[src/rtl/voxel_ray_traversal_unit_assert.svh]
// ----------------------------------------------------------------------------
// Voxel ray traversal unit assertion macros
// Clocked assertion helpers for the traversal unit. They expect i_clk and
// i_rst_n in scope, and they compile to nothing for synthesis.
// ----------------------------------------------------------------------------
`ifndef VOXEL_RAY_TRAVERSAL_UNIT_ASSERT_SVH
`define VOXEL_RAY_TRAVERSAL_UNIT_ASSERT_SVH
`ifndef SYNTHESIS
// Same-cycle implication.
`define VRT_ASSERT_IMP(lbl, ante, cons) \
    lbl: assert property (@(posedge i_clk) disable iff (!i_rst_n) (ante) |-> (cons)) \
        else $error("voxel ray traversal assertion failed");
// Next-cycle implication.
`define VRT_ASSERT_NXT(lbl, ante, cons) \
    lbl: assert property (@(posedge i_clk) disable iff (!i_rst_n) (ante) |=> (cons)) \
        else $error("voxel ray traversal assertion failed");
`else
`define VRT_ASSERT_IMP(lbl, ante, cons)
`define VRT_ASSERT_NXT(lbl, ante, cons)
`endif
`endif

[src/rtl/vrt_pkg.sv]
// ----------------------------------------------------------------------------
// Voxel ray traversal package
// Widths, codes, queue entry type and saturation helper shared by the unit.
// ----------------------------------------------------------------------------
package vrt_pkg;

    localparam int COORD_BITS = 24;
    localparam int DIST_BITS  = 32;
    localparam int QDEPTH     = 2;
    localparam int QPTR_W     = $clog2(QDEPTH);
    localparam int QCNT_W     = $clog2(QDEPTH + 1);
    // Divider operand widths: dividend up to 256 * (2^32 - 1), divisor up to 2^23.
    localparam int DIV_NUM_W  = 40;
    localparam int DIV_DEN_W  = 24;
    localparam int DIV_CNT_W  = $clog2(DIV_NUM_W + 1);

    typedef logic [COORD_BITS-1:0] t_coord;
    typedef logic [DIST_BITS-1:0]  t_dist;

    localparam t_dist DMAX = {DIST_BITS{1'b1}};

    // Result kinds.
    localparam logic [1:0] KIND_PROBE = 2'd0;
    localparam logic [1:0] KIND_HIT   = 2'd1;
    localparam logic [1:0] KIND_MISS  = 2'd2;

    // Entry faces.
    localparam logic [2:0] FACE_NONE  = 3'd0;
    localparam logic [2:0] FACE_SOUTH = 3'd6;

    // Request classes decided by the front end.
    localparam logic [1:0] OP_START  = 2'd0;
    localparam logic [1:0] OP_ZERO   = 2'd1;
    localparam logic [1:0] OP_ANSWER = 2'd2;

    typedef struct packed {
        logic [1:0]         op;
        logic signed [31:0] origin_x;
        logic signed [31:0] origin_y;
        logic signed [31:0] origin_z;
        logic signed [15:0] dir_x;
        logic signed [15:0] dir_y;
        logic signed [15:0] dir_z;
        logic [31:0]        reach_dist;
        logic               probe_hit;
    } t_cmd;

    typedef struct packed {
        logic valid;
        t_cmd cmd;
    } t_q_head;

    // Clamp a wide distance to the all-ones distance.
    function automatic t_dist sat_dist(logic [DIV_NUM_W-1:0] v);
        t_dist res;
        if (DIST_BITS < DIV_NUM_W && v > DIV_NUM_W'(DMAX)) begin
            res = DMAX;
        end else begin
            res = DIST_BITS'(v);
        end
        return res;
    endfunction

endpackage

[src/rtl/vrt_if.sv]
// ----------------------------------------------------------------------------
// Voxel ray traversal channel interfaces
// Valid/ready channels for input requests and result requests.
// ----------------------------------------------------------------------------
interface vrt_req_if;
    import vrt_pkg::*;
    logic               valid;
    logic               ready;
    logic               mode;
    logic signed [31:0] origin_x;
    logic signed [31:0] origin_y;
    logic signed [31:0] origin_z;
    logic signed [15:0] dir_x;
    logic signed [15:0] dir_y;
    logic signed [15:0] dir_z;
    logic [31:0]        reach_dist;
    logic               probe_hit;

    modport source (output valid, mode, origin_x, origin_y, origin_z, dir_x, dir_y, dir_z,
                    reach_dist, probe_hit, input ready);
    modport sink (input valid, mode, origin_x, origin_y, origin_z, dir_x, dir_y, dir_z,
                  reach_dist, probe_hit, output ready);
endinterface


[src/rtl/vrt_front.sv]
// ----------------------------------------------------------------------------
// Voxel ray traversal front end
// Accepts input requests, classifies them and holds them in a short queue.
// ----------------------------------------------------------------------------
module vrt_front (
    input  logic             i_clk,
    input  logic             i_rst_n,
    vrt_req_if.sink          i_req,
    output vrt_pkg::t_q_head o_head,
    input  logic             i_pop
);
    import vrt_pkg::*;

    t_cmd              r_slot [QDEPTH];
    logic [QPTR_W-1:0] r_wr;
    logic [QPTR_W-1:0] r_rd;
    logic [QCNT_W-1:0] r_cnt;
    t_cmd              n_cmd;
    logic              push;
    logic              pop;

    // Classify the incoming request.
    always_comb begin
        n_cmd            = '0;
        n_cmd.origin_x   = i_req.origin_x;
        n_cmd.origin_y   = i_req.origin_y;
        n_cmd.origin_z   = i_req.origin_z;
        n_cmd.dir_x      = i_req.dir_x;
        n_cmd.dir_y      = i_req.dir_y;
        n_cmd.dir_z      = i_req.dir_z;
        n_cmd.reach_dist = i_req.reach_dist;
        n_cmd.probe_hit  = i_req.probe_hit;
        if (i_req.mode) begin
            n_cmd.op = OP_ANSWER;
        end else if (i_req.dir_x == '0 && i_req.dir_y == '0 && i_req.dir_z == '0) begin
            n_cmd.op = OP_ZERO;
        end else begin
            n_cmd.op = OP_START;
        end
    end

    assign i_req.ready  = (r_cnt != QCNT_W'(QDEPTH));
    assign push         = i_req.valid && i_req.ready;
    assign pop          = i_pop && (r_cnt != '0);
    assign o_head.valid = (r_cnt != '0);
    assign o_head.cmd   = r_slot[r_rd];

    // Queue storage.
    always_ff @(posedge i_clk) begin
        if (push) begin
            r_slot[r_wr] <= n_cmd;
        end
    end

    // Queue pointers and fill count.
    always_ff @(posedge i_clk) begin
        if (!i_rst_n) begin
            r_wr  <= '0;
            r_rd  <= '0;
            r_cnt <= '0;
        end else begin
            if (push) begin
                r_wr <= (r_wr == QPTR_W'(QDEPTH - 1)) ? '0 : r_wr + 1'b1;
            end
            if (pop) begin
                r_rd <= (r_rd == QPTR_W'(QDEPTH - 1)) ? '0 : r_rd + 1'b1;
            end
            if (push && !pop) begin
                r_cnt <= r_cnt + 1'b1;
            end else if (pop && !push) begin
                r_cnt <= r_cnt - 1'b1;
            end
        end
    end

endmodule

[src/flat_wrapper.sv]
// flat-port wrapper written by rule: the top's interface ports become plain ports
module vrt_front_flat import vrt_pkg::*;
  (i_clk, i_rst_n, o_head, i_pop, i_req_valid, i_req_mode, i_req_origin_x, i_req_origin_y, i_req_origin_z, i_req_dir_x, i_req_dir_y, i_req_dir_z, i_req_reach_dist, i_req_probe_hit, i_req_ready);
  vrt_req_if i_req_i ();
  input  logic i_clk;
  input  logic i_rst_n;
  output vrt_pkg::t_q_head o_head;
  input  logic i_pop;
  input wire logic [$bits(i_req_i.valid)-1:0] i_req_valid;
  input wire logic [$bits(i_req_i.mode)-1:0] i_req_mode;
  input wire logic [$bits(i_req_i.origin_x)-1:0] i_req_origin_x;
  input wire logic [$bits(i_req_i.origin_y)-1:0] i_req_origin_y;
  input wire logic [$bits(i_req_i.origin_z)-1:0] i_req_origin_z;
  input wire logic [$bits(i_req_i.dir_x)-1:0] i_req_dir_x;
  input wire logic [$bits(i_req_i.dir_y)-1:0] i_req_dir_y;
  input wire logic [$bits(i_req_i.dir_z)-1:0] i_req_dir_z;
  input wire logic [$bits(i_req_i.reach_dist)-1:0] i_req_reach_dist;
  input wire logic [$bits(i_req_i.probe_hit)-1:0] i_req_probe_hit;
  output wire logic [$bits(i_req_i.ready)-1:0] i_req_ready;
  assign i_req_i.valid = i_req_valid;
  assign i_req_i.mode = i_req_mode;
  assign i_req_i.origin_x = i_req_origin_x;
  assign i_req_i.origin_y = i_req_origin_y;
  assign i_req_i.origin_z = i_req_origin_z;
  assign i_req_i.dir_x = i_req_dir_x;
  assign i_req_i.dir_y = i_req_dir_y;
  assign i_req_i.dir_z = i_req_dir_z;
  assign i_req_i.reach_dist = i_req_reach_dist;
  assign i_req_i.probe_hit = i_req_probe_hit;
  assign i_req_ready = i_req_i.ready;
  vrt_front u_core (.i_clk(i_clk), .i_rst_n(i_rst_n), .i_req(i_req_i), .o_head(o_head), .i_pop(i_pop));
endmodule
[config.mk]
export PLATFORM = sky130hd
export DESIGN_NAME = vrt_front_flat
export DESIGN_NICKNAME = d
export VERILOG_FILES = /design/src/rtl/voxel_ray_traversal_unit_assert.svh /design/src/rtl/vrt_pkg.sv /design/src/rtl/vrt_if.sv /design/src/rtl/vrt_front.sv /design/src/flat_wrapper.sv
export SDC_FILE = /design/constraint.sdc
export NUM_CORES = 1
export LEC_CHECK = 0
export BUFFER_PORTS_ARGS = -buffer_cell sky130_fd_sc_hd__buf_4
export CORE_UTILIZATION = 52
export CTS_CLUSTER_DIAMETER = 120
export DETAILED_ROUTE_END_ITERATION = 8
export GPL_TIMING_DRIVEN = 0
export PLACE_DENSITY = 0.85
export SYNTH_ARGS = -nofsm -noshare
export SYNTH_HDL_FRONTEND = slang
export SYNTH_SLANG_ARGS = --single-unit
[constraint.sdc]
create_clock -name i_clk -period 7.3 [get_ports i_clk]
set_input_delay 0.365 -clock i_clk [delete_from_list [all_inputs] [get_ports i_clk]]
set_output_delay 0.365 -clock i_clk [all_outputs]
set_load 0.005 [all_outputs]
==> flow_metrics.env <==
export IMPL_yosys_area_top_type="edfxtp_1"
export IMPL_ys_types=24
export IMPL_dieArea_um2=26900
export IMPL_clockPowerShare=0.298
export IMPL_power_frac_comb=0.268
export IMPL_grt_max_degree=98
export IMPL_rsz0062_at_grt="false"
export IMPL_worst_ep_arrival_time_ns=2.48
export IMPL_drt_initial_drc_count=382
export IMPL_crit_top_cell="buf_16"
export IMPL_post_place_ws_ns=4.97
export IMPL_p_sw_w=0.00151
export IMPL_setup_violations_final=0
export IMPL_max_stage_delay_ns=0.63
export IMPL_drv_slew=0
export IMPL_path_clk_slew_ns=0.06
export IMPL_grtUsageTotal=0.208
export IMPL_power_density_nw_per_um2=340
export IMPL_holdPathEnd="u_core.r_slot[1][82]"
export IMPL_dpl_instance_area_um2=16900
export IMPL_irDropWorstVdd_mv=0.237
export IMPL_ys_warn_count=0
export IMPL_fin_crit_ns=2.30
export IMPL_portBuffers=362
export IMPL_cts_resized_gates=0
export IMPL_fillCellCount=1554
export IMPL_htree_levels=2
export IMPL_fmax_mhz=434
export IMPL_die_w_um=164
export IMPL_maxCapViolCount=0
export IMPL_hold_path_class="in2reg"
export IMPL_drive_above_1_share=0.600
export IMPL_syn_num_nets=783
export IMPL_ff2ff_path_depth=4
export IMPL_placed_cells_incl_taps=1296
export IMPL_fp_row_count=58
export IMPL_grt_pass1_vias=7484
export IMPL_cts_tree="done"
export IMPL_start_util=0.536
export IMPL_dpl_hpwl_um=19400
export IMPL_ioPinCount=363
export IMPL_cp_max_fo=53
export IMPL_postCtsSetupBuffers=0
export IMPL_relSlewSlack=0.579
export IMPL_synthDominantCellAreaShare=0.787
export IMPL_period_share=0.315
export IMPL_fin_skew_ns=0.0204
export IMPL_gp_congestion=0.767
export IMPL_synth_ff_latch_count=363
export IMPL_firstDrtPassIters=4
export IMPL_cts_root_buf="clkbuf_16"
export IMPL_insertion_delay_ns=0.51
export IMPL_drc_errors=0
export IMPL_worstReg2RegStart="u_core.r_cnt[0]"
export IMPL_holdPathStages=1
export IMPL_ys_seq_area_frac=0.794
export IMPL_end_kind="register"
export IMPL_crit_chain="nand2b_1 > and3_4 > buf_16 > buf_16"
export IMPL_wl_per_cell_um=21.0
export IMPL_hold_buffers=0
export IMPL_intPower_w=0.00464
export IMPL_hold_viol=0
export IMPL_clock_sinks=363
export IMPL_diodes=0
export IMPL_wl_um=28600
export IMPL_finalWorstSetupSlack_ns=5.00
export IMPL_ctsLongestPathBuffers=3
export IMPL_critPathKind="reg2reg"
export IMPL_r2r_slack_ns=5.00
export IMPL_area_growth_pct=32.6
export IMPL_design_area_um2=18100
export IMPL_grt_first_pass_wirelength_um=41300
export IMPL_numCtsBuffers=38
export IMPL_final_antenna_net_count=0
export IMPL_switching_share=0.246
export IMPL_ys_top_cells_by_area="edfxtp_1 79%, mux2_4 11%, mux2_2 6.5%, buf_6 1.2%, dfxtp_1 0.73%"
export IMPL_syn_area_um2=13700
export IMPL_vias=7095
export IMPL_syn_inst=600
export IMPL_cpMaxStageDelayCell="and3_4"
export IMPL_finalNetCount=1189
export IMPL_hold_path_startpoint="i_req_origin_z[1]"
export IMPL_via_per_inst=5.20
export IMPL_core_area_um2=25500
export IMPL_grt_overflow_total=0
export IMPL_tightest_slew_ns=0.631
export IMPL_worstSetupStartpointType="register"
export IMPL_pwr_share_seq=0.434
export IMPL_syn_avg_cell_area_um2=22.8
export IMPL_critical_path_reg2reg_endpoint="u_core.r_slot[1][115]"
export IMPL_status="completed"
export IMPL_antenna_found_initial=0
export IMPL_die_h_um=164
export IMPL_required_ns=7.48
export IMPL_leakage_nw=6.95
export IMPL_layout_cells_non_filler=1365
==> Yosys cell counts (all sizes together) <==
cell / count
xor2: 3
edfxtp: 358
nand3b: 1
nand2: 1
nand2b: 1
or3: 1
nand4: 2
nor3: 1
o21ai: 2
a21bo: 1
or2: 1
nor2: 4
mux2: 179
ha: 1
a21oi: 2
inv: 2
nor4: 12
dfxtp: 5
buf: 20
and2: 1
nand3: 1
and3: 1
==> flip-flops by register name, summed over array words and instances (netlist names), named ones only <==
signal and count:
u_core.r_slot 358, u_core.r_wr 1, u_core.r_rd 1, u_core.r_cnt 2
==> cells by family after synthesis <==
family | after synthesis | share of synthesized area
multiplexers | 179 | 0.175
adder cells (fa/ha/maj) | 1 | 0.000916
XOR/XNOR | 3 | 0.00192
AO/OA/AOI/OAI | 5 | 0.00220
AND/OR/NAND/NOR | 27 | 0.0114
buffers and inverters | 22 | 0.0143
flip-flops | 363 | 0.794
==> power groups by stage <==
stage,logic (W),registers [W],clock network (W)
floorplan,0.000871,0.00274,0
global placement,0.00161,0.00277,0
detailed placement,0.00166,0.00271,0
CTS,0.00167,0.00267,0.00187
global route,0.00175,0.00269,0.00195
finish,0.00165,0.00267,0.00184
==> metal layers <==
layer | global-route usage | wire, um
met3 | 0.0586 | 2330
met4 | 0.0934 | 1090
met2 | 0.368 | 14800
met5 | 0 | 0
met1 | 0.232 | 10400
==> how the worst max path moves through the flow <==
stage                    startpoint                     to  slack, ns  cells past startpoint
floorplan           u_core.r_cnt[0]    u_core.r_slot[1][0]       1.99                      2
global placement    u_core.r_cnt[0]   u_core.r_slot[1][27]      -0.25                      2
detailed placement  u_core.r_cnt[0]  u_core.r_slot[1][155]       4.97                      4
CTS                 u_core.r_cnt[0]  u_core.r_slot[1][126]       4.96                      4
global route        u_core.r_cnt[0]  u_core.r_slot[1][159]       4.84                      4
finish              u_core.r_cnt[0]  u_core.r_slot[1][115]       5.00                      4
==> metrics by stage <==
step	utilization	TNS [ns]	hold slack (ns)	power, W
after floorplan	-	0	0.464	0.00361
after global placement	0.659	-41.93	0.491	0.00439
after detailed placement	0.664	0	0.491	0.00437
after CTS	0.711	0	0.0170	0.00621
after global routing	0.711	0	0.0113	0.00639
final	0.711	0	0.0372	0.00615
==> critical path: cells and delay by family, from the launching register on <==
family | cells | cell delay [ns]
buf+inv | 2 | 0.64
flops | 1 | 0.40
simple gates | 2 | 0.88
==> cells in the final DEF, fill, tap and decap left out, drive strengths merged, types with 2 or more instances in the layout <==
cell / Yosys / final
a21oi: 2 / 2
buf: 20 / 386
bufinv: 0 / 2
clkbuf: 0 / 50
clkinv: 0 / 15
dfxtp: 5 / 5
edfxtp: 358 / 358
inv: 2 / 3
mux2: 179 / 179
nand4: 2 / 2
nor2: 4 / 4
nor4: 12 / 12
o21ai: 2 / 2
xor2: 3 / 3
==> cell type report <==
| class | instances | area (um^2) | area share |
|---|---|---|---|
| Inverter | 2 | 15.0 | 0.000829 |
| Sequential cell | 363 | 10900 | 0.599 |
| Clock buffer | 50 | 1060 | 0.0585 |
| Timing Repair Buffer | 366 | 2820 | 0.156 |
| Tap cell | 330 | 413 | 0.0228 |
| Multi-Input combinational cell | 215 | 2620 | 0.145 |
| Clock inverter | 19 | 141 | 0.00781 |
| Buffer | 20 | 188 | 0.0104 |
Power figures use the tool's default switching activity.
