`config.mk`:
```
export PLATFORM = sky130hd
export DESIGN_NAME = vrt_back_flat
export DESIGN_NICKNAME = d
export VERILOG_FILES = /design/src/rtl/voxel_ray_traversal_unit_assert.svh /design/src/rtl/vrt_pkg.sv /design/src/rtl/vrt_if.sv /design/src/rtl/vrt_isqrt.sv /design/src/rtl/vrt_div.sv /design/src/rtl/vrt_back.sv /design/src/flat_wrapper.sv
export SDC_FILE = /design/constraint.sdc
export NUM_CORES = 2
export LEC_CHECK = 0
export ABC_AREA = 1
export BUFFER_PORTS_ARGS = -buffer_cell sky130_fd_sc_hd__buf_2
export CAP_MARGIN = 20
export CORE_ASPECT_RATIO = 0.7
export CORE_MARGIN = 2
export CORE_UTILIZATION = 40
export CTS_CLUSTER_DIAMETER = 80
export DETAILED_ROUTE_END_ITERATION = 16
export SLEW_MARGIN = 5
export SYNTH_ARGS = -nofsm -noshare
export SYNTH_HDL_FRONTEND = slang
export SYNTH_SLANG_ARGS = --single-unit
export TNS_END_PERCENT = 5
```
`constraint.sdc`:
```
create_clock -name i_clk -period 13.6 [get_ports i_clk]
set_clock_uncertainty 0.05 [all_clocks]
set_input_delay 1.36 -clock i_clk [delete_from_list [all_inputs] [get_ports i_clk]]
set_output_delay 1.36 -clock i_clk [all_outputs]
set_load 0.02 [all_outputs]
```
`src/rtl/voxel_ray_traversal_unit_assert.svh`:
```
// ----------------------------------------------------------------------------
// Voxel ray traversal unit assertion macros
// Clocked assertion helpers for the traversal unit. They expect i_clk and
// i_rst_n in scope, and they compile to nothing for synthesis.
// ----------------------------------------------------------------------------
`ifndef VOXEL_RAY_TRAVERSAL_UNIT_ASSERT_SVH
`define VOXEL_RAY_TRAVERSAL_UNIT_ASSERT_SVH
`ifndef SYNTHESIS
// Same-cycle implication.
`define VRT_ASSERT_IMP(lbl, ante, cons) \
    lbl: assert property (@(posedge i_clk) disable iff (!i_rst_n) (ante) |-> (cons)) \
        else $error("voxel ray traversal assertion failed");
// Next-cycle implication.
`define VRT_ASSERT_NXT(lbl, ante, cons) \
    lbl: assert property (@(posedge i_clk) disable iff (!i_rst_n) (ante) |=> (cons)) \
        else $error("voxel ray traversal assertion failed");
`else
`define VRT_ASSERT_IMP(lbl, ante, cons)
`define VRT_ASSERT_NXT(lbl, ante, cons)
`endif
`endif

```
`src/rtl/vrt_pkg.sv`:
```
// ----------------------------------------------------------------------------
// Voxel ray traversal package
// Widths, codes, queue entry type and saturation helper shared by the unit.
// ----------------------------------------------------------------------------
package vrt_pkg;

    localparam int COORD_BITS = 24;
    localparam int DIST_BITS  = 32;
    localparam int QDEPTH     = 2;
    localparam int QPTR_W     = $clog2(QDEPTH);
    localparam int QCNT_W     = $clog2(QDEPTH + 1);
    // Divider operand widths: dividend up to 256 * (2^32 - 1), divisor up to 2^23.
    localparam int DIV_NUM_W  = 40;
    localparam int DIV_DEN_W  = 24;
    localparam int DIV_CNT_W  = $clog2(DIV_NUM_W + 1);

    typedef logic [COORD_BITS-1:0] t_coord;
    typedef logic [DIST_BITS-1:0]  t_dist;

    localparam t_dist DMAX = {DIST_BITS{1'b1}};

    // Result kinds.
    localparam logic [1:0] KIND_PROBE = 2'd0;
    localparam logic [1:0] KIND_HIT   = 2'd1;
    localparam logic [1:0] KIND_MISS  = 2'd2;

    // Entry faces.
    localparam logic [2:0] FACE_NONE  = 3'd0;
    localparam logic [2:0] FACE_SOUTH = 3'd6;

    // Request classes decided by the front end.
    localparam logic [1:0] OP_START  = 2'd0;
    localparam logic [1:0] OP_ZERO   = 2'd1;
    localparam logic [1:0] OP_ANSWER = 2'd2;

    typedef struct packed {
        logic [1:0]         op;
        logic signed [31:0] origin_x;
        logic signed [31:0] origin_y;
        logic signed [31:0] origin_z;
        logic signed [15:0] dir_x;
        logic signed [15:0] dir_y;
        logic signed [15:0] dir_z;
        logic [31:0]        reach_dist;
        logic               probe_hit;
    } t_cmd;

    typedef struct packed {
        logic valid;
        t_cmd cmd;
    } t_q_head;

    // Clamp a wide distance to the all-ones distance.
    function automatic t_dist sat_dist(logic [DIV_NUM_W-1:0] v);
        t_dist res;
        if (DIST_BITS < DIV_NUM_W && v > DIV_NUM_W'(DMAX)) begin
            res = DMAX;
        end else begin
            res = DIST_BITS'(v);
        end
        return res;
    endfunction

endpackage

```
`src/rtl/vrt_if.sv`:
```


interface vrt_rsp_if;
    import vrt_pkg::*;
    logic                        valid;
    logic                        ready;
    logic [1:0]                  kind;
    logic signed [COORD_BITS-1:0] cell_x;
    logic signed [COORD_BITS-1:0] cell_y;
    logic signed [COORD_BITS-1:0] cell_z;
    logic [2:0]                  entry_face;

    modport source (output valid, kind, cell_x, cell_y, cell_z, entry_face, input ready);
    modport sink (input valid, kind, cell_x, cell_y, cell_z, entry_face, output ready);
endinterface

```
`src/rtl/vrt_isqrt.sv`:
```
// ----------------------------------------------------------------------------
// Voxel ray traversal square root
// Bit-serial integer square root of S * 2^32, one root bit per cycle.
// ----------------------------------------------------------------------------
module vrt_isqrt (
    input  logic        i_clk,
    input  logic        i_rst_n,
    input  logic        i_start,
    input  logic [31:0] i_rad,
    output logic        o_done,
    output logic [31:0] o_root
);
    import vrt_pkg::*;

    logic [63:0] r_n;
    logic [63:0] r_r;
    logic [63:0] r_bit;
    logic        r_busy;
    logic        r_done;
    logic [63:0] trial;

    assign trial  = r_r + r_bit;
    assign o_done = r_done;
    assign o_root = r_r[31:0];

    // Control.
    always_ff @(posedge i_clk) begin
        if (!i_rst_n) begin
            r_busy <= 1'b0;
            r_done <= 1'b0;
        end else begin
            r_done <= r_busy && (r_bit == 64'd1);
            if (i_start) begin
                r_busy <= 1'b1;
            end else if (r_bit == 64'd1) begin
                r_busy <= 1'b0;
            end
        end
    end

    // One restoring step per cycle.
    always_ff @(posedge i_clk) begin
        if (i_start) begin
            r_n   <= {i_rad, 32'd0};
            r_r   <= '0;
            r_bit <= 64'd1 << 62;
        end else if (r_busy) begin
            if (r_n >= trial) begin
                r_n <= r_n - trial;
                r_r <= (r_r >> 1) + r_bit;
            end else begin
                r_r <= r_r >> 1;
            end
            r_bit <= r_bit >> 2;
        end
    end

endmodule

```
`src/rtl/vrt_div.sv`:
```
// ----------------------------------------------------------------------------
// Voxel ray traversal divider
// Restoring unsigned divider, one quotient bit per cycle.
// ----------------------------------------------------------------------------
module vrt_div (
    input  logic                           i_clk,
    input  logic                           i_rst_n,
    input  logic                           i_start,
    input  logic [vrt_pkg::DIV_NUM_W-1:0]  i_num,
    input  logic [vrt_pkg::DIV_DEN_W-1:0]  i_den,
    output logic                           o_done,
    output logic [vrt_pkg::DIV_NUM_W-1:0]  o_quot
);
    import vrt_pkg::*;

    logic [DIV_NUM_W-1:0] r_q;
    logic [DIV_DEN_W-1:0] r_rem;
    logic [DIV_DEN_W-1:0] r_den;
    logic [DIV_CNT_W-1:0] r_cnt;
    logic                 r_done;
    logic [DIV_DEN_W:0]   trial;
    logic                 ge;

    assign trial  = {r_rem, r_q[DIV_NUM_W-1]};
    assign ge     = (trial >= {1'b0, r_den});
    assign o_done = r_done;
    assign o_quot = r_q;

    // Iteration count and completion pulse.
    always_ff @(posedge i_clk) begin
        if (!i_rst_n) begin
            r_cnt  <= '0;
            r_done <= 1'b0;
        end else begin
            r_done <= (r_cnt == DIV_CNT_W'(1));
            if (i_start) begin
                r_cnt <= DIV_CNT_W'(DIV_NUM_W);
            end else if (r_cnt != '0) begin
                r_cnt <= r_cnt - 1'b1;
            end
        end
    end

    // Shift-subtract datapath.
    always_ff @(posedge i_clk) begin
        if (i_start) begin
            r_q   <= i_num;
            r_rem <= '0;
            r_den <= i_den;
        end else if (r_cnt != '0) begin
            r_rem <= ge ? DIV_DEN_W'(trial - {1'b0, r_den}) : DIV_DEN_W'(trial);
            r_q   <= {r_q[DIV_NUM_W-2:0], ge};
        end
    end

endmodule

```
`src/rtl/vrt_back.sv`:
```
// ----------------------------------------------------------------------------
// Voxel ray traversal back end
// Sets up a ray with the shared root and divide units, walks the grid one
// cell per answer and holds the result in an output register.
// ----------------------------------------------------------------------------
module vrt_back (
    input  logic             i_clk,
    input  logic             i_rst_n,
    input  vrt_pkg::t_q_head i_head,
    output logic             o_pop,
    vrt_rsp_if.source        o_rsp
);
    import vrt_pkg::*;

    localparam logic [2:0] S_IDLE = 3'd0;
    localparam logic [2:0] S_SUM  = 3'd1;
    localparam logic [2:0] S_SQRT = 3'd2;
    localparam logic [2:0] S_AXIS = 3'd3;
    localparam logic [2:0] S_DIV1 = 3'd4;
    localparam logic [2:0] S_DIV2 = 3'd5;
    localparam logic [2:0] S_EMIT = 3'd6;
    localparam logic [2:0] S_STEP = 3'd7;

    logic [2:0]  r_state;
    logic        r_active;
    t_coord      r_cell [3];
    logic        r_pos [3];
    t_dist       r_nb [3];
    t_dist       r_dl [3];
    t_dist       r_lim;
    logic [2:0]  r_face;
    logic [15:0] r_mag [3];
    logic [8:0]  r_gap [3];
    logic [31:0] r_sq [3];
    logic [31:0] r_len;
    logic [1:0]  r_ax;
    logic [DIV_NUM_W-1:0] r_prod;

    logic        r_out_valid;
    logic [1:0]  r_out_kind;
    t_coord      r_out_cell [3];
    logic [2:0]  r_out_face;

    logic        out_free;
    t_cmd        cmd;
    logic signed [31:0] org [3];
    logic signed [15:0] dir [3];
    logic        sq_start;
    logic        sq_done;
    logic [31:0] sq_root;
    logic        div_start;
    logic [DIV_NUM_W-1:0] div_num;
    logic [DIV_DEN_W-1:0] div_den;
    logic        div_done;
    logic [DIV_NUM_W-1:0] div_quot;
    logic [1:0]  near_ax;
    t_coord      step_cell;
    logic [DIST_BITS:0] nb_sum;
    t_dist       step_nb;
    logic [2:0]  step_face;

    assign cmd      = i_head.cmd;
    assign org[0]   = cmd.origin_x;
    assign org[1]   = cmd.origin_y;
    assign org[2]   = cmd.origin_z;
    assign dir[0]   = cmd.dir_x;
    assign dir[1]   = cmd.dir_y;
    assign dir[2]   = cmd.dir_z;
    assign out_free = !r_out_valid || o_rsp.ready;

    // Take the head request when it can be carried out now.
    assign o_pop = i_head.valid && (r_state == S_IDLE)
                   && (out_free || cmd.op == OP_START
                       || (cmd.op == OP_ANSWER && !(r_active && cmd.probe_hit)));

    // Axis with the nearest boundary; ties go to the later axis: z over y, y over x.
    always_comb begin
        if (r_nb[0] < r_nb[1]) begin
            near_ax = (r_nb[0] < r_nb[2]) ? 2'd0 : 2'd2;
        end else begin
            near_ax = (r_nb[1] < r_nb[2]) ? 2'd1 : 2'd2;
        end
    end

    // One cell step along the chosen axis.
    always_comb begin
        step_cell = r_pos[r_ax] ? r_cell[r_ax] + 1'b1 : r_cell[r_ax] - 1'b1;
        nb_sum    = {1'b0, r_nb[r_ax]} + {1'b0, r_dl[r_ax]};
        step_nb   = nb_sum[DIST_BITS] ? DMAX : nb_sum[DIST_BITS-1:0];
        step_face = {r_ax, 1'b0} + 3'd1 + {2'b0, ~r_pos[r_ax]};
    end

    // Shared unit hookup.
    assign sq_start  = (r_state == S_SUM);
    assign div_start = (r_state == S_AXIS && r_mag[r_ax] != '0)
                       || (r_state == S_DIV1 && div_done);
    always_comb begin
        if (r_state == S_AXIS) begin
            div_num = DIV_NUM_W'(r_len);
            div_den = DIV_DEN_W'(r_mag[r_ax]);
        end else begin
            div_num = r_prod;
            div_den = DIV_DEN_W'({r_mag[r_ax], 8'd0});
        end
    end

    vrt_isqrt u_isqrt (
        .i_clk   (i_clk),
        .i_rst_n (i_rst_n),
        .i_start (sq_start),
        .i_rad   (r_sq[0] + r_sq[1] + r_sq[2]),
        .o_done  (sq_done),
        .o_root  (sq_root)
    );

    vrt_div u_div (
        .i_clk   (i_clk),
        .i_rst_n (i_rst_n),
        .i_start (div_start),
        .i_num   (div_num),
        .i_den   (div_den),
        .o_done  (div_done),
        .o_quot  (div_quot)
    );

    // Sequencer and control state.
    always_ff @(posedge i_clk) begin
        if (!i_rst_n) begin
            r_state     <= S_IDLE;
            r_active    <= 1'b0;
            r_out_valid <= 1'b0;
        end else begin
            if (r_out_valid && o_rsp.ready) begin
                r_out_valid <= 1'b0;
            end
            unique case (r_state)
                S_IDLE: begin
                    if (o_pop) begin
                        unique case (cmd.op)
                            OP_START: begin
                                r_active <= 1'b0;
                                r_state  <= S_SUM;
                            end
                            OP_ZERO: begin
                                r_active    <= 1'b0;
                                r_out_valid <= 1'b1;
                            end
                            OP_ANSWER: begin
                                if (r_active && cmd.probe_hit) begin
                                    r_active    <= 1'b0;
                                    r_out_valid <= 1'b1;
                                end else if (r_active) begin
                                    r_state <= S_STEP;
                                end
                            end
                            default: begin
                                r_state <= S_IDLE;
                            end
                        endcase
                    end
                end
                S_SUM: begin
                    r_state <= S_SQRT;
                end
                S_SQRT: begin
                    if (sq_done) begin
                        r_state <= S_AXIS;
                    end
                end
                S_AXIS: begin
                    if (r_mag[r_ax] != '0) begin
                        r_state <= S_DIV1;
                    end else if (r_ax == 2'd2) begin
                        r_state <= S_EMIT;
                    end
                end
                S_DIV1: begin
                    if (div_done) begin
                        r_state <= S_DIV2;
                    end
                end
                S_DIV2: begin
                    if (div_done) begin
                        r_state <= (r_ax == 2'd2) ? S_EMIT : S_AXIS;
                    end
                end
                S_EMIT: begin
                    if (out_free) begin
                        r_active    <= 1'b1;
                        r_out_valid <= 1'b1;
                        r_state     <= S_IDLE;
                    end
                end
                S_STEP: begin
                    if (out_free) begin
                        r_out_valid <= 1'b1;
                        r_state     <= S_IDLE;
                        if (r_nb[r_ax] > r_lim) begin
                            r_active <= 1'b0;
                        end
                    end
                end
                default: begin
                    r_state <= S_IDLE;
                end
            endcase
        end
    end

    // Ray datapath and result payload.
    always_ff @(posedge i_clk) begin
        if (!i_rst_n) begin
            for (int a = 0; a < 3; a++) begin
                r_cell[a] <= '0;
                r_pos[a]  <= 1'b0;
                r_nb[a]   <= '0;
                r_dl[a]   <= '0;
            end
            r_lim  <= '0;
            r_face <= FACE_NONE;
        end else begin
            unique case (r_state)
                S_IDLE: begin
                    if (o_pop && cmd.op == OP_START) begin
                        for (int a = 0; a < 3; a++) begin
                            logic signed [32:0] v;
                            logic signed [24:0] c;
                            v          = {org[a][31], org[a]} + 33'sd128;
                            c          = v[32:8];
                            r_cell[a] <= COORD_BITS'(c);
                            r_pos[a]  <= !dir[a][15] && (dir[a] != '0);
                            r_mag[a]  <= dir[a][15] ? 16'(-dir[a]) : 16'(dir[a]);
                            r_gap[a]  <= (!dir[a][15] && dir[a] != '0)
                                         ? 9'd256 - {1'b0, v[7:0]} : {1'b0, v[7:0]};
                            r_sq[a]   <= 32'(dir[a] * dir[a]);
                        end
                        r_lim  <= sat_dist(DIV_NUM_W'(cmd.reach_dist));
                        r_face <= FACE_NONE;
                    end
                    if (o_pop && (cmd.op == OP_ZERO
                                  || (cmd.op == OP_ANSWER && r_active && cmd.probe_hit))) begin
                        r_out_kind <= (cmd.op == OP_ZERO) ? KIND_MISS : KIND_HIT;
                        for (int a = 0; a < 3; a++) begin
                            r_out_cell[a] <= (cmd.op == OP_ZERO) ? '0 : r_cell[a];
                        end
                        r_out_face <= (cmd.op == OP_ZERO) ? FACE_NONE : r_face;
                    end
                    if (o_pop && cmd.op == OP_ANSWER) begin
                        r_ax <= near_ax;
                    end
                end
                S_SQRT: begin
                    if (sq_done) begin
                        r_len <= sq_root;
                        r_ax  <= 2'd0;
                    end
                end
                S_AXIS: begin
                    if (r_mag[r_ax] == '0) begin
                        r_dl[r_ax] <= DMAX;
                        r_nb[r_ax] <= DMAX;
                        r_ax       <= r_ax + 1'b1;
                    end else begin
                        r_prod <= DIV_NUM_W'(r_gap[r_ax] * r_len);
                    end
                end
                S_DIV1: begin
                    if (div_done) begin
                        r_dl[r_ax] <= sat_dist(div_quot);
                    end
                end
                S_DIV2: begin
                    if (div_done) begin
                        r_nb[r_ax] <= sat_dist(div_quot);
                        r_ax       <= r_ax + 1'b1;
                    end
                end
                S_EMIT: begin
                    if (out_free) begin
                        r_out_kind <= KIND_PROBE;
                        for (int a = 0; a < 3; a++) begin
                            r_out_cell[a] <= r_cell[a];
                        end
                        r_out_face <= FACE_NONE;
                    end
                end
                S_STEP: begin
                    if (out_free) begin
                        r_cell[r_ax] <= step_cell;
                        r_nb[r_ax]   <= step_nb;
                        r_face       <= step_face;
                        if (r_nb[r_ax] > r_lim) begin
                            r_out_kind <= KIND_MISS;
                            for (int a = 0; a < 3; a++) begin
                                r_out_cell[a] <= '0;
                            end
                            r_out_face <= FACE_NONE;
                        end else begin
                            r_out_kind <= KIND_PROBE;
                            for (int a = 0; a < 3; a++) begin
                                r_out_cell[a] <= (2'(a) == r_ax) ? step_cell : r_cell[a];
                            end
                            r_out_face <= step_face;
                        end
                    end
                end
                default: begin
                    r_face <= r_face;
                end
            endcase
        end
    end

    // Result channel.
    assign o_rsp.valid      = r_out_valid;
    assign o_rsp.kind       = r_out_kind;
    assign o_rsp.cell_x     = r_out_cell[0];
    assign o_rsp.cell_y     = r_out_cell[1];
    assign o_rsp.cell_z     = r_out_cell[2];
    assign o_rsp.entry_face = r_out_face;

endmodule

```
`src/flat_wrapper.sv`:
```
// flat-port wrapper written by rule: the top's interface ports become plain ports
module vrt_back_flat import vrt_pkg::*;
  (i_clk, i_rst_n, i_head, o_pop, o_rsp_valid, o_rsp_kind, o_rsp_cell_x, o_rsp_cell_y, o_rsp_cell_z, o_rsp_entry_face, o_rsp_ready);
  vrt_rsp_if o_rsp_i ();
  input  logic i_clk;
  input  logic i_rst_n;
  input  vrt_pkg::t_q_head i_head;
  output logic o_pop;
  output wire logic [$bits(o_rsp_i.valid)-1:0] o_rsp_valid;
  output wire logic [$bits(o_rsp_i.kind)-1:0] o_rsp_kind;
  output wire logic [$bits(o_rsp_i.cell_x)-1:0] o_rsp_cell_x;
  output wire logic [$bits(o_rsp_i.cell_y)-1:0] o_rsp_cell_y;
  output wire logic [$bits(o_rsp_i.cell_z)-1:0] o_rsp_cell_z;
  output wire logic [$bits(o_rsp_i.entry_face)-1:0] o_rsp_entry_face;
  input wire logic [$bits(o_rsp_i.ready)-1:0] o_rsp_ready;
  assign o_rsp_valid = o_rsp_i.valid;
  assign o_rsp_kind = o_rsp_i.kind;
  assign o_rsp_cell_x = o_rsp_i.cell_x;
  assign o_rsp_cell_y = o_rsp_i.cell_y;
  assign o_rsp_cell_z = o_rsp_i.cell_z;
  assign o_rsp_entry_face = o_rsp_i.entry_face;
  assign o_rsp_i.ready = o_rsp_ready;
  vrt_back u_core (.i_clk(i_clk), .i_rst_n(i_rst_n), .i_head(i_head), .o_pop(o_pop), .o_rsp(o_rsp_i));
endmodule
```
==> summary.md <==
| Metric | Value |
|---|---|
| Outcome | `complete, no violations` |
| Setup crit end kind | `flop` |
| RSZ-0062 raised after global routing | `no` |
| CTS H-Tree Depth | `3` |
| Synth Flop Type | `edfxtp_1` |
| Clock sink count | `970` |
| Total Wirelength | `352300 µm` |
| Startpoint Class | `flop` |
| DR WL/cell | `20.90 µm` |
| Crit path max fanout | `88` |
| Root Driver | `clkbuf_16` |
| Post-synth EDFFs | `approximately 770` |
| Post-synthesis register bit count | `970` |
| Period Utilization, post-route | `53.72%` |
| Sequential Area | `0.02710 mm²` |
| Synthesized area | `0.1022 mm²` |
| Largest net degree at the start of global routing | `around 120` |
| Remaining DRCs | `0` |
| Slack of the worst reg-to-reg path | `6.29 ns` |
| Die Y | `427.0 µm` |
| Synth top area share | `22.53%` |
| Synth top area cells | `edfxtp_1 (23%), fa_1 (19%), nand2_1 (11%), inv_1 (9.2%), ha_1 (8.7%)` |
| Antenna violations before repair | `37` |
| Worst Path Required | `14.03 ns` |
| Setup bufs post-CTS | `0` |
| DRT antenna net count | `0` |
| Vias in the first global route | `between 80000 and 90000` |
| DRT iter0 DRCs | `10555` |
| Max-slew headroom | `15.42%` |
| Max-cap violations | `0` |
| CTS tree | `built` |
| Post-cts hold buffer count | `0` |
| Core box area | `0.2544 mm²` |
| Global route total overflow | `0` |
| Seq/Total Area, Yosys | `a little over a quarter` |
| Die X | `~610 µm` |
| Max-slew violations | `0` |
| Library cells used by synthesis | `67` |
| Initial core utilization | `40.18%` |
| Layout Nets | `15214` |
| Clock Path Buffers | `3` |
| Pre-CTS setup slack | `5.927 ns` |
| Die area | `between 0.2 and 0.3 mm²` |
| CTS buffer count | `105` |
| Layout cells sized above 1 | `around 4.7%` |
| Filler cell count | `between 20000 and 30000` |
| Final hold vios | `0` |
| Cells after synthesis | `13321` |
| Period minus WS final | `7.306 ns` |
| Synth warn | `0` |
| Number of gates resized after cts | `0` |
| Mean Syn Cell Area | `7.674 µm²` |
| CTS clk-pin slew, worst paths | `0.07 ns` |
| PortBufs | `261` |
| Non-Filler Instances | `~17000` |
| HPWL after detailed placement | `approximately 280000 µm` |
| Drt first pass iters | `6` |
| Crit path kind | `reg2reg` |
| Fmax | `between 100 and 150 MHz` |
| Tightest Hold Check Type | `reg2reg` |
| Top Ports | `approximately 260` |
| Slew @ Worst Pin | `approximately 1.3 ns` |
| First-pass GRT wire length | `527700 µm` |
| Ys async rst share | `0%` |
| Total number of vias | `89003` |
| WP data arrival | `7.74 ns` |
| Hold_ws | `between 0.4 and 0.5 ns` |
| Final Setup Violations | `0` |
| Rows | `155` |
| Clock insertion delay at the later pin of the skew report | `0.79 ns` |
| Placed insts | `roughly 17000` |
| Synth area leader | `edfxtp_1` |
| Vias per cell | `5.279` |
| Multi-input logic area | `0.06408 mm²` |
| Area Overhead vs Synth | `8.255%` |
| GP Congestion | `1.014` |
| GR Util All Layers | `a little over a quarter` |
| Worst Slack Setup Final | `6.294 ns` |
| Total Neg Setup Slack | `0 ns` |
metrics by stage:
stage	area, µm²	util (%)
finish	110700	43.49
global route	110600	43.48
CTS	110500	43.44
detailed placement	106900	42.02
global placement	106800	41.99
floorplan	102200	-
worst paths after layout:
check                                       startpoint                endpoint  depth (start not counted)
worst max-delay path                              flop       u_core.r_prod[33]                         24
worst min-delay path            u_core.u_isqrt.r_n[30]  u_core.u_isqrt.r_n[30]                          2
worst max register to register                    flop       u_core.r_prod[33]                         24
worst min register to register  u_core.u_isqrt.r_n[30]  u_core.u_isqrt.r_n[30]                          2
Yosys cell counts (8+ instances only):
master / number
nand2_1: 3064
inv_1: 2519
nor2_1: 1393
fa_1: 946
o21ai_0: 871
edfxtp_1: 767
ha_1: 709
a21oi_1: 603
nand3_1: 517
xor2_1: 273
clkbuf_1: 272
dfxtp_1: 203
nor3_1: 166
xnor2_1: 145
nand4_1: 118
o21bai_1: 79
o22ai_1: 72
o21ai_1: 65
buf_2: 63
nor4_1: 53
buf_1: 50
a21o_1: 45
a31oi_1: 35
or2_2: 33
nand3b_1: 32
o21a_1: 27
a21boi_0: 18
o211ai_1: 18
clkinv_1: 15
a31o_2: 14
inv_2: 14
and2_1: 13
and3_1: 12
nand2_2: 10
o32ai_1: 9
buf_4: 8
mux2i_1: 8
cells in the final DEF, fill, tap and decap left out, drive strengths merged, types with 14 or more instances in the layout:
cell type	instances
o22ai	72
diode	18
buf	338
a21o	45
xor2	273
a31oi	35
o211ai	18
or2	35
o21bai	79
xnor2	145
a21oi	603
ha	709
edfxtp	767
dfxtp	203
a31o	14
nor3	168
inv	2544
nor4	54
fa	946
clkbuf	127
o21ai	936
nand4	119
o21a	27
nand2	3074
clkinv	61
nor2	1396
nand3b	32
a21boi	19
nand3	520
worst max-delay path, stage by stage (launching register included):
cell and delay (ns):
dfxtp_4 0.53, inv_6 0.59, nand2_1 0.10, nand3_1 0.09, o21ai_0 0.08, buf_4 0.21, inv_1 0.79, nand2_1 0.17
fa_1 0.56, inv_1 0.06, fa_1 0.51, inv_1 0.06, fa_1 0.49, fa_1 0.57, inv_1 0.07, ha_1 0.37
nand2_1 0.14, o21ai_0 0.27, nor2_1 0.12, o21ai_0 0.31, a21oi_1 0.22, o21bai_1 0.30, nand2_1 0.12, nand3_1 0.08
nand2_1 0.09
state kept, by name, summed over array words and instances, names as in the netlist, 2 cells and up, named ones only:
signal and cells:
u_core.r_dl 128, u_core.u_isqrt.r_bit 32, u_core.r_ax 2, u_core.o_rsp.entry_face 3, u_core.r_lim 32, u_core.r_out_cell 72
u_core.r_prod 40, u_core.u_div.r_den 24, u_core.r_nb 128, u_core.r_gap 27, u_core.u_div.r_cnt 6, u_core.u_isqrt.r_r 64
u_core.o_rsp.kind 2, u_core.r_mag 45, u_core.r_face 3, u_core.u_div.r_rem 24, u_core.u_isqrt.r_n 64, u_core.r_len 32
u_core.r_sq 93, u_core.r_state 3, u_core.u_div.o_quot 40, u_core.r_cell 96, u_core.r_pos 3
kinds of logic after synthesis:
| family | share of synthesized area (%) |
|---|---|
| other | 0.003668 |
| buffers and inverters | 10.93 |
| xor gates and xnor gates | 3.581 |
| AOI/OAI and AO/OA | 10.12 |
| DFF | 26.51 |
| and+or+nand+nor | 21.58 |
| adders and majority gates | 27.20 |
| muxes | 0.07834 |
layer usage:
| metal | vias to the layer above | part of all wire [%] | track usage [%] |
|---|---|---|---|
| li1 | 42242 | - | - |
| met1 | 42507 | 48 | 41.73 |
| met2 | 3947 | 38 | 35.50 |
| met3 | 297 | 12 | 8.321 |
| met4 | 10 | 1.7 | 4.401 |
| met5 | - | 0.059 | 0 |
area by class of cell:
class / count / share of cell area (%)
clock buffers: 124 / 2.522
repair buffers: 341 / 1.818
flip-flops and latches: 970 / 24.49
diodes: 18 / 0.04070
inverters: 2548 / 8.659
well taps: 3375 / 3.816
multi-input cells: 9410 / 57.91
clock inverters: 74 / 0.7451
Power is not shown: default switching activity piles up to over one toggle a cycle in this logic, so the estimate is an artifact.
